### config.mk
export PLATFORM = sky130hd
export DESIGN_NAME = triangle_face_dof_numbering
export DESIGN_NICKNAME = d
export VERILOG_FILES = /design/src/rtl/tfdn_pkg.sv /design/src/rtl/tfdn_front.sv /design/src/rtl/tfdn_queue.sv /design/src/rtl/tfdn_back.sv /design/src/rtl/triangle_face_dof_numbering.sv
export SDC_FILE = /design/constraint.sdc
export NUM_CORES = 1
export LEC_CHECK = 0
export BUFFER_PORTS_ARGS = -buffer_cell sky130_fd_sc_hd__clkbuf_2
export CAP_MARGIN = 5
export CORE_ASPECT_RATIO = 0.7
export CORE_MARGIN = 1.5
export CORE_UTILIZATION = 45
export CTS_BUF_LIST = sky130_fd_sc_hd__clkbuf_2 sky130_fd_sc_hd__clkbuf_4 sky130_fd_sc_hd__clkbuf_8
export DETAILED_ROUTE_END_ITERATION = 8
export GPL_ROUTABILITY_DRIVEN = 0
export PLACE_DENSITY = 0.72
export SKIP_CTS_REPAIR_TIMING = 1
export SYNTH_ARGS = -nofsm -noshare
export SYNTH_HDL_FRONTEND = slang
export SYNTH_SLANG_ARGS = --single-unit
### constraint.sdc
create_clock -name i_clk -period 11.51 [get_ports i_clk]
set_clock_uncertainty 0.05 [all_clocks]
set_input_delay 0.5755 -clock i_clk [delete_from_list [all_inputs] [get_ports i_clk]]
set_output_delay 0.5755 -clock i_clk [all_outputs]
set_load 0.02 [all_outputs]
### src/rtl/tfdn_pkg.sv
// shared types, field widths, register indexes and helper functions
// for the triangle face dof numbering block; no dependencies
package tfdn_pkg;

    // fixed field widths
    localparam int DEG_W      = 4;
    localparam int VID_W      = 32;
    localparam int FACE_W     = 32;
    localparam int LFACE_W    = 2;
    localparam int ORIGIN_W   = 32;
    localparam int DOF_W      = 48;
    localparam int SLOT_W     = 8;
    localparam int CFG_IDX_W  = 1;
    localparam int CFG_DATA_W = 32;
    localparam int TRI_W      = 7;

    // defaults
    localparam int MAX_DEGREE_DEF  = 10;
    localparam int QUEUE_DEPTH_DEF = 2;
    localparam logic [DEG_W-1:0]    DEGREE_RST = 4'd4;
    localparam logic [ORIGIN_W-1:0] ORIGIN_RST = '0;

    // configuration register indexes
    localparam logic [CFG_IDX_W-1:0] REG_DEGREE = 1'b0;
    localparam logic [CFG_IDX_W-1:0] REG_ORIGIN = 1'b1;

    // face orientation: rotation count plus one, negated when flipped
    typedef enum logic [2:0] {
        OR_P1,
        OR_P2,
        OR_P3,
        OR_N1,
        OR_N2,
        OR_N3
    } t_orient;

    // one classified face waiting for the back end
    typedef struct packed {
        logic [DOF_W-1:0]   base;
        t_orient            orient;
        logic [LFACE_W-1:0] lface;
    } t_entry;

    // triangular number x(x+1)/2 for a small value
    function automatic logic [TRI_W-1:0] tri_num(input logic [DEG_W-1:0] x);
        logic [7:0] p;
        p = {4'b0, x} * ({4'b0, x} + 8'd1);
        return p[7:1];
    endfunction

    // rotate until the smallest id leads, then check the winding
    function automatic t_orient orient_of(input logic [VID_W-1:0] a,
                                          input logic [VID_W-1:0] b,
                                          input logic [VID_W-1:0] c);
        logic [1:0] k;
        logic       neg;
        t_orient    o;
        if (a < b && a < c) begin
            k = 2'd0;
        end else if (b < c && b < a) begin
            k = 2'd1;
        end else if (c < a && c < b) begin
            k = 2'd2;
        end else begin
            k = 2'd0;
        end
        unique case (k)
            2'd1:    neg = (c > a);
            2'd2:    neg = (a > b);
            default: neg = (b > c);
        endcase
        unique case ({neg, k})
            3'b001:  o = OR_P2;
            3'b010:  o = OR_P3;
            3'b100:  o = OR_N1;
            3'b101:  o = OR_N2;
            3'b110:  o = OR_N3;
            default: o = OR_P1;
        endcase
        return o;
    endfunction

endpackage

### src/rtl/tfdn_front.sv
// front end: takes faces, finds the orientation and the face base dof
// depends on tfdn_pkg
module tfdn_front
    import tfdn_pkg::*;
#(
    parameter int MAX_DEGREE = MAX_DEGREE_DEF
) (
    input  logic                 i_clk,
    input  logic                 i_rst_n,
    input  logic                 i_start,
    output logic                 o_busy,
    input  logic [VID_W-1:0]     i_vertex_a,
    input  logic [VID_W-1:0]     i_vertex_b,
    input  logic [VID_W-1:0]     i_vertex_c,
    input  logic [FACE_W-1:0]    i_face_index,
    input  logic [LFACE_W-1:0]   i_local_face,
    input  logic                 i_deg_ok,
    input  logic [$clog2((MAX_DEGREE-1)*(MAX_DEGREE-2)/2+1)-1:0] i_ndofs,
    input  logic [ORIGIN_W-1:0]  i_origin,
    input  logic                 i_q_full,
    output logic                 o_push,
    output t_entry               o_entry
);

    localparam int NDOF_W = $clog2((MAX_DEGREE-1)*(MAX_DEGREE-2)/2+1);
    localparam int PROD_W = FACE_W + NDOF_W;

    logic                 r_s1_valid;
    logic [VID_W-1:0]     r_s1_a;
    logic [VID_W-1:0]     r_s1_b;
    logic [VID_W-1:0]     r_s1_c;
    logic [FACE_W-1:0]    r_s1_face;
    logic [LFACE_W-1:0]   r_s1_lface;

    logic                 r_s2_valid;
    t_orient              r_s2_orient;
    logic [PROD_W-1:0]    r_s2_prod;
    logic [LFACE_W-1:0]   r_s2_lface;

    logic s1_adv;
    logic s2_adv;
    logic accept;

    // stage advance; the queue is the only stall source
    assign s2_adv = !i_q_full;
    assign s1_adv = !r_s2_valid || s2_adv;
    assign o_busy = r_s1_valid && !s1_adv;
    assign accept = i_start && !o_busy;

    // stage 1: capture the face, faces without interior nodes are dropped
    always_ff @(posedge i_clk) begin
        if (!i_rst_n) begin
            r_s1_valid <= 1'b0;
        end else if (accept) begin
            r_s1_valid <= i_deg_ok;
        end else if (s1_adv) begin
            r_s1_valid <= 1'b0;
        end
    end

    always_ff @(posedge i_clk) begin
        if (accept) begin
            r_s1_a     <= i_vertex_a;
            r_s1_b     <= i_vertex_b;
            r_s1_c     <= i_vertex_c;
            r_s1_face  <= i_face_index;
            r_s1_lface <= i_local_face;
        end
    end

    // stage 2: orientation code and face times ndofs
    always_ff @(posedge i_clk) begin
        if (!i_rst_n) begin
            r_s2_valid <= 1'b0;
        end else if (s1_adv) begin
            r_s2_valid <= r_s1_valid;
        end
    end

    always_ff @(posedge i_clk) begin
        if (s1_adv) begin
            r_s2_orient <= orient_of(r_s1_a, r_s1_b, r_s1_c);
            r_s2_prod   <= PROD_W'(r_s1_face) * PROD_W'(i_ndofs);
            r_s2_lface  <= r_s1_lface;
        end
    end

    // base dof of the face goes into the queue
    assign o_push         = r_s2_valid && s2_adv;
    assign o_entry.base   = DOF_W'(i_origin) + DOF_W'(r_s2_prod);
    assign o_entry.orient = r_s2_orient;
    assign o_entry.lface  = r_s2_lface;

endmodule

### src/rtl/tfdn_queue.sv
// short queue of classified faces between front and back end
// depends on tfdn_pkg
module tfdn_queue
    import tfdn_pkg::*;
#(
    parameter int DEPTH = QUEUE_DEPTH_DEF
) (
    input  logic   i_clk,
    input  logic   i_rst_n,
    input  logic   i_push,
    input  t_entry i_entry,
    output logic   o_full,
    input  logic   i_pop,
    output logic   o_valid,
    output t_entry o_entry
);

    localparam int PTR_W = $clog2(DEPTH);
    localparam int CNT_W = $clog2(DEPTH + 1);

    t_entry             r_mem [DEPTH];
    logic [PTR_W-1:0]   r_wr_ptr;
    logic [PTR_W-1:0]   r_rd_ptr;
    logic [CNT_W-1:0]   r_count;

    assign o_full  = (r_count == CNT_W'(DEPTH));
    assign o_valid = (r_count != '0);
    assign o_entry = r_mem[r_rd_ptr];

    // storage
    always_ff @(posedge i_clk) begin
        if (i_push) begin
            r_mem[r_wr_ptr] <= i_entry;
        end
    end

    // pointers and fill count
    always_ff @(posedge i_clk) begin
        if (!i_rst_n) begin
            r_wr_ptr <= '0;
            r_rd_ptr <= '0;
            r_count  <= '0;
        end else begin
            if (i_push) begin
                r_wr_ptr <= (r_wr_ptr == PTR_W'(DEPTH - 1)) ? '0 : r_wr_ptr + 1'b1;
            end
            if (i_pop) begin
                r_rd_ptr <= (r_rd_ptr == PTR_W'(DEPTH - 1)) ? '0 : r_rd_ptr + 1'b1;
            end
            if (i_push && !i_pop) begin
                r_count <= r_count + 1'b1;
            end else if (i_pop && !i_push) begin
                r_count <= r_count - 1'b1;
            end
        end
    end

endmodule

### src/rtl/tfdn_back.sv
// back end: walks the interior nodes of a face, one dof per cycle
// depends on tfdn_pkg
module tfdn_back
    import tfdn_pkg::*;
#(
    parameter int MAX_DEGREE = MAX_DEGREE_DEF
) (
    input  logic                 i_clk,
    input  logic                 i_rst_n,
    input  logic [DEG_W-1:0]     i_deg,
    input  logic [$clog2((MAX_DEGREE-1)*(MAX_DEGREE-2)/2+1)-1:0] i_ndofs,
    input  logic                 i_q_valid,
    input  t_entry               i_q_entry,
    output logic                 o_pop,
    output logic                 o_strobe,
    output logic [DOF_W-1:0]     o_dof_index,
    output logic [SLOT_W-1:0]    o_slot,
    output logic                 o_last
);

    localparam int NDOF_W = $clog2((MAX_DEGREE-1)*(MAX_DEGREE-2)/2+1);

    logic                r_valid;
    t_entry              r_entry;
    logic [DEG_W-1:0]    r_i;
    logic [DEG_W-1:0]    r_j;
    logic [NDOF_W-1:0]   r_cnt;

    logic                r_out_valid;
    logic [DOF_W-1:0]    r_dof;
    logic [SLOT_W-1:0]   r_slot;
    logic                r_last;

    logic [DEG_W-1:0]    n;
    logic [DEG_W-1:0]    m;
    logic [DEG_W-1:0]    r_pt;
    logic [DEG_W-1:0]    s_pt;
    logic [7:0]          pos;
    logic                last_now;
    logic                row_end;

    assign n        = i_deg - 1'b1;
    assign last_now = r_valid && (r_cnt == i_ndofs - 1'b1);
    assign row_end  = ((DEG_W+1)'(r_i) + (DEG_W+1)'(r_j)) == (DEG_W+1)'(n);
    assign o_pop    = i_q_valid && (!r_valid || last_now);

    // node counters: i outer, j inner, next face loads on the last node
    always_ff @(posedge i_clk) begin
        if (!i_rst_n) begin
            r_valid <= 1'b0;
        end else if (o_pop) begin
            r_valid <= 1'b1;
        end else if (last_now) begin
            r_valid <= 1'b0;
        end
    end

    always_ff @(posedge i_clk) begin
        if (o_pop) begin
            r_entry <= i_q_entry;
            r_i     <= DEG_W'(1);
            r_j     <= DEG_W'(1);
            r_cnt   <= '0;
        end else if (r_valid) begin
            r_cnt <= r_cnt + 1'b1;
            if (row_end) begin
                r_i <= r_i + 1'b1;
                r_j <= DEG_W'(1);
            end else begin
                r_j <= r_j + 1'b1;
            end
        end
    end

    // map the node through the orientation to its permuted position
    always_comb begin
        m = i_deg - r_i - r_j;
        unique case (r_entry.orient)
            OR_N1:   begin r_pt = r_i; s_pt = r_j; end
            OR_P1:   begin r_pt = r_j; s_pt = r_i; end
            OR_N2:   begin r_pt = r_j; s_pt = m;   end
            OR_P2:   begin r_pt = m;   s_pt = r_j; end
            OR_N3:   begin r_pt = m;   s_pt = r_i; end
            default: begin r_pt = r_i; s_pt = m;   end
        endcase
        pos = 8'(tri_num(n - 1'b1)) - 8'(tri_num(n - r_pt)) + 8'(s_pt) - 8'd1;
    end

    // result register
    always_ff @(posedge i_clk) begin
        if (!i_rst_n) begin
            r_out_valid <= 1'b0;
        end else begin
            r_out_valid <= r_valid;
        end
    end

    always_ff @(posedge i_clk) begin
        if (r_valid) begin
            r_dof  <= r_entry.base + DOF_W'(pos[NDOF_W-1:0]);
            r_slot <= SLOT_W'(r_entry.lface) * SLOT_W'(i_ndofs) + SLOT_W'(r_cnt);
            r_last <= last_now;
        end
    end

    assign o_strobe    = r_out_valid;
    assign o_dof_index = r_dof;
    assign o_slot      = r_slot;
    assign o_last      = r_last;

endmodule

### src/rtl/triangle_face_dof_numbering.sv
// top level of the triangle face dof numbering block: config registers,
// front end, face queue and back end; depends on tfdn_pkg and submodules
//
// channel   | handshake               | fields
// ----------+-------------------------+----------------------------------------
// command   | start, busy             | vertex_a/b/c, face_index, local_face
// config    | i_cfg_we                | i_cfg_idx, i_cfg_data
// result    | o_strobe                | o_dof_index, o_slot, o_last
//
// a face gives (d-1)(d-2)/2 results at one per cycle, d the degree saturated to
// MAX_DEGREE (3 at degree 4); the back end node walker sets the rate and takes the
// next face from the queue on the last node. a face passes front stage 1, front
// stage 2, the face queue, the node counters and the result register. busy rises
// once the face queue and both front stages are full; results are never held back.
// degree below 3 takes the face and gives no result. synchronous active-low reset.
module triangle_face_dof_numbering
    import tfdn_pkg::*;
#(
    parameter int MAX_DEGREE  = MAX_DEGREE_DEF,
    parameter int QUEUE_DEPTH = QUEUE_DEPTH_DEF
) (
    input  logic                  i_clk,
    input  logic                  i_rst_n,
    input  logic                  start,
    output logic                  busy,
    input  logic                  i_cfg_we,
    input  logic [CFG_IDX_W-1:0]  i_cfg_idx,
    input  logic [CFG_DATA_W-1:0] i_cfg_data,
    input  logic [VID_W-1:0]      i_vertex_a,
    input  logic [VID_W-1:0]      i_vertex_b,
    input  logic [VID_W-1:0]      i_vertex_c,
    input  logic [FACE_W-1:0]     i_face_index,
    input  logic [LFACE_W-1:0]    i_local_face,
    output logic                  o_strobe,
    output logic [DOF_W-1:0]      o_dof_index,
    output logic [SLOT_W-1:0]     o_slot,
    output logic                  o_last
);

    localparam int NDOF_W = $clog2((MAX_DEGREE-1)*(MAX_DEGREE-2)/2+1);

    logic [DEG_W-1:0]    r_degree;
    logic [ORIGIN_W-1:0] r_origin;

    logic [DEG_W-1:0]    deg_sat;
    logic                deg_ok;
    logic [NDOF_W-1:0]   ndofs;

    logic   push;
    logic   pop;
    logic   q_full;
    logic   q_valid;
    t_entry push_entry;
    t_entry head_entry;

    // configuration registers
    always_ff @(posedge i_clk) begin
        if (!i_rst_n) begin
            r_degree <= DEGREE_RST;
            r_origin <= ORIGIN_RST;
        end else if (i_cfg_we) begin
            unique case (i_cfg_idx)
                REG_DEGREE: r_degree <= i_cfg_data[DEG_W-1:0];
                REG_ORIGIN: r_origin <= i_cfg_data[ORIGIN_W-1:0];
                default: ;
            endcase
        end
    end

    // saturated degree and interior node count
    assign deg_sat = (r_degree > DEG_W'(MAX_DEGREE)) ? DEG_W'(MAX_DEGREE) : r_degree;
    assign deg_ok  = (deg_sat >= DEG_W'(3));
    assign ndofs   = deg_ok ? NDOF_W'(tri_num(deg_sat - DEG_W'(2))) : '0;

    tfdn_front #(
        .MAX_DEGREE (MAX_DEGREE)
    ) u_front (
        .i_clk        (i_clk),
        .i_rst_n      (i_rst_n),
        .i_start      (start),
        .o_busy       (busy),
        .i_vertex_a   (i_vertex_a),
        .i_vertex_b   (i_vertex_b),
        .i_vertex_c   (i_vertex_c),
        .i_face_index (i_face_index),
        .i_local_face (i_local_face),
        .i_deg_ok     (deg_ok),
        .i_ndofs      (ndofs),
        .i_origin     (r_origin),
        .i_q_full     (q_full),
        .o_push       (push),
        .o_entry      (push_entry)
    );

    tfdn_queue #(
        .DEPTH (QUEUE_DEPTH)
    ) u_queue (
        .i_clk   (i_clk),
        .i_rst_n (i_rst_n),
        .i_push  (push),
        .i_entry (push_entry),
        .o_full  (q_full),
        .i_pop   (pop),
        .o_valid (q_valid),
        .o_entry (head_entry)
    );

    tfdn_back #(
        .MAX_DEGREE (MAX_DEGREE)
    ) u_back (
        .i_clk       (i_clk),
        .i_rst_n     (i_rst_n),
        .i_deg       (deg_sat),
        .i_ndofs     (ndofs),
        .i_q_valid   (q_valid),
        .i_q_entry   (head_entry),
        .o_pop       (pop),
        .o_strobe    (o_strobe),
        .o_dof_index (o_dof_index),
        .o_slot      (o_slot),
        .o_last      (o_last)
    );

endmodule

Yosys cells after proc, flatten, opt, wreduce, memory -nomap -nowiden
Memory sizes are Yosys's and may differ from the RTL's. A register that Yosys moved wholly into a read port is not among the register bits.
Index checks and enable logic that the tools add are counted.
W data, S select, Z words.

word-level totals
  register bits after elaboration = 336
  memory bits (writable) = 88
  output and inout port bits = 59
  memories kept = 1

operators by class
  add/sub/neg operators = 24
  multiply operators = 5
  order comparisons = 11
  equal/unequal tests = 14
  muxes and demuxes = 22
  bitwise operators = 1
  reductions and logical operators = 31

memories
  name           words  bits a word  rd ports  clocked after memory_dff  write ports  line              source
  u_queue.r_mem  2      44           1         1                         1            tfdn_queue.sv:21  t_entry r_mem [DEPTH];

operator list
  kind                   number
  $lt A32 B32 Y1         6
  $gt A32 B32 Y1         3
  $add A48 B6 Y48        1
  $add A32 B38 Y39       1
  $mul A32 B6 Y38        1
  $mul A4 B8 Y7          2
  $pmux W4 S2            2
  $add A4 B1 Y5 const B  3
  $eq A3 B3 Y1 const B   5
  $pmux W3 S5            1
  $mux W2                6
  $sub A4 B4 Y4          3
  $sub A6 B1 Y6 const B  2
  $logic_and A1 B1 Y1    10
  $mux W1                9
  $add A4 B1 Y4 const B  2
  $add A8 B6 Y8          1
  $mul A2 B6 Y8          1
  $mux W4                2
  $reduce_bool A2 Y1     4
  $reduce_or A2 Y1       4
  $sub A4 B1 Y4 const B  2
  $logic_not A1 Y1       7
  $mul A4 B5 Y7          1
  other kinds (22)       29

Longest topological paths before layout
  depth in word-level cells = 14
  gate-level depth with buffers = 45

Cells and area by module
Synthesis repeated with hierarchy kept, for this count alone.

unflattened totals
  cells, all modules = 2587
  area, all modules = 29253.1 µm²

by module, submodules not included
  module                       instances  cells each  area an instance (µm²)  seq. area each (µm²)
  tfdn_front                   1          1525        15653.8                 5235.0
  tfdn_back                    1          648         7649.8                  3623.5
  tfdn_queue                   1          187         4062.6                  3283.1
  triangle_face_dof_numbering  1          227         1886.8                  720.7

Least setup slack after synthesis
No wires, ideal clock.

  path type = reg2reg
  start = register r_degree[2]
  end = register u_back.r_dof[36] (netlist: u_back.o_dof_index[36]), data pin
  library setup time = 0.258 ns
  arrival time = 8.986 ns
  required time = 11.202 ns
  slack = 2.216 ns
  stages on the path, launching flop included = 42
  period minus slack after synthesis = 9.294 ns
  cell sequence = dfxtp_1 > nor2b_1 > buf_2 > buf_1 > inv_1 > fa_1 > inv_1 > ha_1 > xnor2_1 > mux2i_1 > nor2_1 > a21oi_1 > ha_1 > a21oi_1 > o21ai_0 > xor2_1 > xnor2_1 > nand2_1 > [... 6 more ...] > fa_1 > a21o_1 > a21oi_1 > xor2_1 > xnor2_1 > xnor2_1 > xnor2_1 > xnor2_1 > ha_1 > nand2_1 > o21ai_1 > and3_1 > clkbuf_1 > and2_1 > inv_1 > nor2_1 > nand3_1 > xnor2_1

on the way
  longest elaborated chain between the ends = 12

RTL lines
  element                     line                               source
  from (decl)                 triangle_face_dof_numbering.sv:42  logic [DEG_W-1:0] r_degree;
  from (signal assigned)      triangle_face_dof_numbering.sv:63  REG_DEGREE: r_degree <= i_cfg_data[DEG_W-1:0];
  $gt A4 B4 Y1                triangle_face_dof_numbering.sv:71  assign deg_sat = (r_degree > DEG_W'(MAX_DEGREE)) ? DEG_W'(MAX_DEGREE) : r_degree;
  $mux W4 *                   triangle_face_dof_numbering.sv:71
  $sub A4 B4 Y4 (2 in a row)  tfdn_back.sv:77                    m = i_deg - r_i - r_j;
  $pmux W4 S2                 tfdn_back.sv:78                    unique case (r_entry.orient)
  $sub A4 B4 Y4               tfdn_back.sv:86                    pos = 8'(tri_num(n - 1'b1)) - 8'(tri_num(n - r_pt)) + 8'(s_pt) - 8'd1;
  $add A4 B1 Y5               tfdn_pkg.sv:47                     p = {4'b0, x} * ({4'b0, x} + 8'd1);
  $mul A4 B8 Y7               tfdn_pkg.sv:47
  $sub A6 B6 Y6               tfdn_back.sv:86
  $add A6 B4 Y6 *             tfdn_back.sv:86
  $sub A6 B1 Y6 *             tfdn_back.sv:86
  $add A48 B6 Y48 *           tfdn_back.sv:100                   r_dof <= r_entry.base + DOF_W'(pos[NDOF_W-1:0]);
  to (signal assigned)        tfdn_back.sv:100
  to (decl)                   tfdn_back.sv:30                    logic [DOF_W-1:0] r_dof;

Mark *: on every way between the ends. The rest lies on a longest branch, timed or not.
A chain may end at the register's enable or synchronous reset.

Worst setup path in the final report
  start = register r_degree[3]
  end = register u_back.r_dof[36] (netlist: u_back.o_dof_index[36]), data pin

The elaborated chain is that of the path after synthesis.

==> results by group <==
Outcome
  • Run status: finished clean

Drt
  • Antenna Nets Post-Route: 0
  • Via/cell ratio: 5.27
  • DRT Wirelength: 61.2 mm
  • WL per Instance: 17.5 µm
  • Remaining DRCs: 0
  • Vias: 18,467
  • TritonRoute pass-1 iters: 6
  • Drt initial violations: 1,425

Critical path
  • Critical path type: flip-flop to flip-flop
  • Crit path capture type: flip-flop
  • Slowest stage delay, CP: 750 ps
  • Max FO, Critical Path: 12
  • CP Launch Type: flip-flop
  • Critical path's most frequent cell: fa_1
  • CP top delay family: adder cells
  • Buf/Inv on CP: 6
  • Required time worst endpoint: 11,860 ps
  • CP max-delay cell: dfxtp_1
  • Crit path DAT: 10,560 ps

Finish
  • Area grow syn2layout: 12.8%
  • Fillers: 5,111
  • Nets: 3,215
  • Share of layout cells above drive strength 1: 15.4%

Synth
  • Gate Count Post-Synth: 2,396
  • Post-synth EDFFs: 354
  • Register area share after synthesis: 43.9%
  • Unique cell type count in the Yosys netlist: 75
  • Post-synth ARST share: 0%
  • Mapped Area: 26,900 µm²
  • Synth Register Bits: 412
  • Synth warn: 0
  • Avg Cell Area, Syn: 11.2 µm²
  • Post-synth top flop: edfxtp_1

Die
  • Core Box Area: 58,700 µm²
  • IO Count: 226
  • Core Rows: 74
  • Initial Util: 45.8%
  • Die W: 295 µm
  • Die area: 61,200 µm²
  • Die Span Y: 207 µm

Timing
  • Slew Limit Fails: 0
  • Slew margin rel.: 33.3%
  • RSZ-0062 raised after global routing: no
  • Setup TNS: 0 ps
  • Minimum clock period: 10,210 ps
  • Tcrit/Tclk final: 88.7%
  • Fmax: 97.9 MHz
  • Final setup fails: 0
  • Worst-margin pin slew: 1000 ps
  • Final hold viol count: 0

Clock tree
  • Clock transition at the registers of the reported paths: 70 ps
  • Clk Latency, worst-skew pair: 670 ps
  • CTS HTree Levels: 3
  • Clock tree root buffer cell: clkbuf_8
  • Cts bufs inserted: 68
  • CTS tree: yes
  • CTS max path bufs: 3
  • Total clock sinks: 412

Global route
  • Number of global-route vias before repair: 18,424
  • Overflow after GRT: 0
  • First-pass GRT wire length: 97.3 mm
  • Largest net degree at the start of global routing: 79
  • Initial antenna violation count: 0
  • Tot GR Track Use: 20.2%

Worst hold path
  • Worst Hold Class: primary input to flip-flop

Placed design
  • IO buf count: 217
  • DP HPWL: 47.2 mm

Job
  • Max-cap viol count: 0
## logic make-up after synthesis
kind of cell             Yosys count  share of synthesized area (%)
AND/OR/NAND/NOR                  642                           11.3
XOR/XNOR                         155                           5.20
other                              2                         0.0280
adder cells (fa/ha/maj)          398                           22.9
flip-flops                       412                           43.9
buffers and inverters            349                           5.03
multiplexers                      54                           2.24
AO/OA/AOI/OAI                    384                           9.33
## worst paths after layout
path	start	endpoint	slack [ps]	depth (start not counted)
min	i_vertex_c[0]	u_front.r_s1_c[0]	40	1
min reg2reg	u_front.r_s1_lface[0]	u_front.r_s2_lface[0]	370	0
max reg2reg	r_degree[3]	u_back.o_dof_index[36]	1300	36
max	r_degree[3]	u_back.o_dof_index[36]	1300	36
## Yosys cell counts (4+ instances only)
cell	instances	share of area, %
a21boi_0	37	1.0
a31oi_1	11	0.26
ha_1	241	11
nand4_1	33	0.77
a211oi_1	10	0.28
nor3_1	16	0.30
fa_1	157	12
inv_1	286	4.0
nand3_1	32	0.60
o31ai_1	6	0.17
a211o_1	4	0.13
nor2_1	77	1.1
or2_2	7	0.16
xor2_1	44	1.4
and2_1	63	1.5
o2111ai_1	4	0.13
xnor2_1	108	3.5
buf_4	8	0.22
o221ai_1	5	0.16
clkbuf_1	47	0.66
a21o_1	67	1.9
dfxtp_1	58	4.3
o21bai_1	13	0.36
mux2_2	45	1.9
nand2_1	307	4.3
o21ai_0	63	1.2
o211ai_1	10	0.28
and3_1	31	0.72
nand2b_1	23	0.54
nor2b_1	25	0.58
and4_1	7	0.23
o21a_1	17	0.48
edfxtp_1	354	40
or3_1	5	0.12
mux2i_1	8	0.30
a21oi_1	107	2.0
nor4_1	6	0.14
## state kept, by name, summed over array words and instances, names as in the netlist, 2 cells and up
| signal | cells |
|---|---|
| u_queue.r_mem | 88 |
| u_queue.r_count | 2 |
| u_back.o_dof_index | 40 |
| u_front.r_s1_c | 32 |
| r_degree | 4 |
| u_front.r_s1_b | 32 |
| u_back.r_i | 4 |
| u_front.r_s1_face | 32 |
| u_back.r_entry | 44 |
| u_front.r_s2_lface | 2 |
| u_back.o_slot | 8 |
| u_front.r_s1_a | 32 |
| r_origin | 32 |
| u_front.r_s1_lface | 2 |
| u_back.r_cnt | 6 |
| u_front.r_s2_orient | 3 |
| u_front.r_s2_prod | 38 |
| u_back.r_j | 4 |
## layout by cell type (no fill, tap or decap), types with 6 or more instances in the layout
cell	n
a211oi_1	10
a21boi_0	37
a21o_1	67
a21oi_1	107
a31oi_1	11
and2_1	62
and3_1	30
and4_1	7
buf_4	16
clkbuf_2	217
clkbuf_4	19
clkbuf_8	70
clkinv_1	17
clkinv_2	8
conb_1	12
dfxtp_1	56
edfxtp_1	354
fa_1	157
ha_1	241
inv_1	286
mux2_2	45
mux2i_1	7
nand2_1	307
nand2b_1	23
nand3_1	32
nand4_1	33
nor2_1	73
nor2b_1	24
nor3_1	16
nor4_1	6
o211ai_1	10
o21a_1	17
o21ai_0	63
o21bai_1	13
o31ai_1	6
or2_2	7
xnor2_1	108
xor2_1	44
## layout make-up
type	instances	area, µm²	area share, %
Antenna cell	1	2.50	0.00826
Clock inverter	37	307	1.01
Tap cell	798	998	3.29
Multi-Input combinational cell	1645	13800	45.5
Sequential cell	412	11800	38.9
Timing Repair Buffer	235	1230	4.05
Inverter	288	1080	3.57
Clock buffer	89	1110	3.65
## worst register-to-register path: cells and delay by family, from the launching register on
kind | cells | cell delay (ps)
buf+inv | 6 | 460
fa+ha+maj | 11 | 4950
compound gates | 6 | 1330
flops | 1 | 750
xor+xnor | 6 | 930
simple gates | 7 | 1500
## through the flow
stage | instances | setup slack [ps] | util, % | cell area (µm²) | hold WS (ps)
after global routing | 3504 | 669 | 51.6 | 30300 | 1.22
after detailed placement | 3376 | 1290 | 49.2 | 28900 | 366
after floorplan | 2406 | 2220 | - | 26900 | 350
final | 3505 | 1300 | 51.6 | 30300 | 42.9
after global placement | 3376 | 1640 | 49.2 | 28900 | 357
after CTS | 3502 | 1300 | 51.6 | 30300 | -15.6
## layer usage
metal | vias to the layer above | GRT usage (%) | share of wire (%)
met5 | - | 0 | 0
met4 | 0 | 6.58 | 2.7
met3 | 105 | 4.36 | 8.1
met2 | 703 | 29.7 | 42
met1 | 8914 | 29.6 | 47
li1 | 8745 | - | -
Power is left out: the tool's default activity adds up to more than one toggle a clock period on the data nets, which glitch-free logic cannot reach.
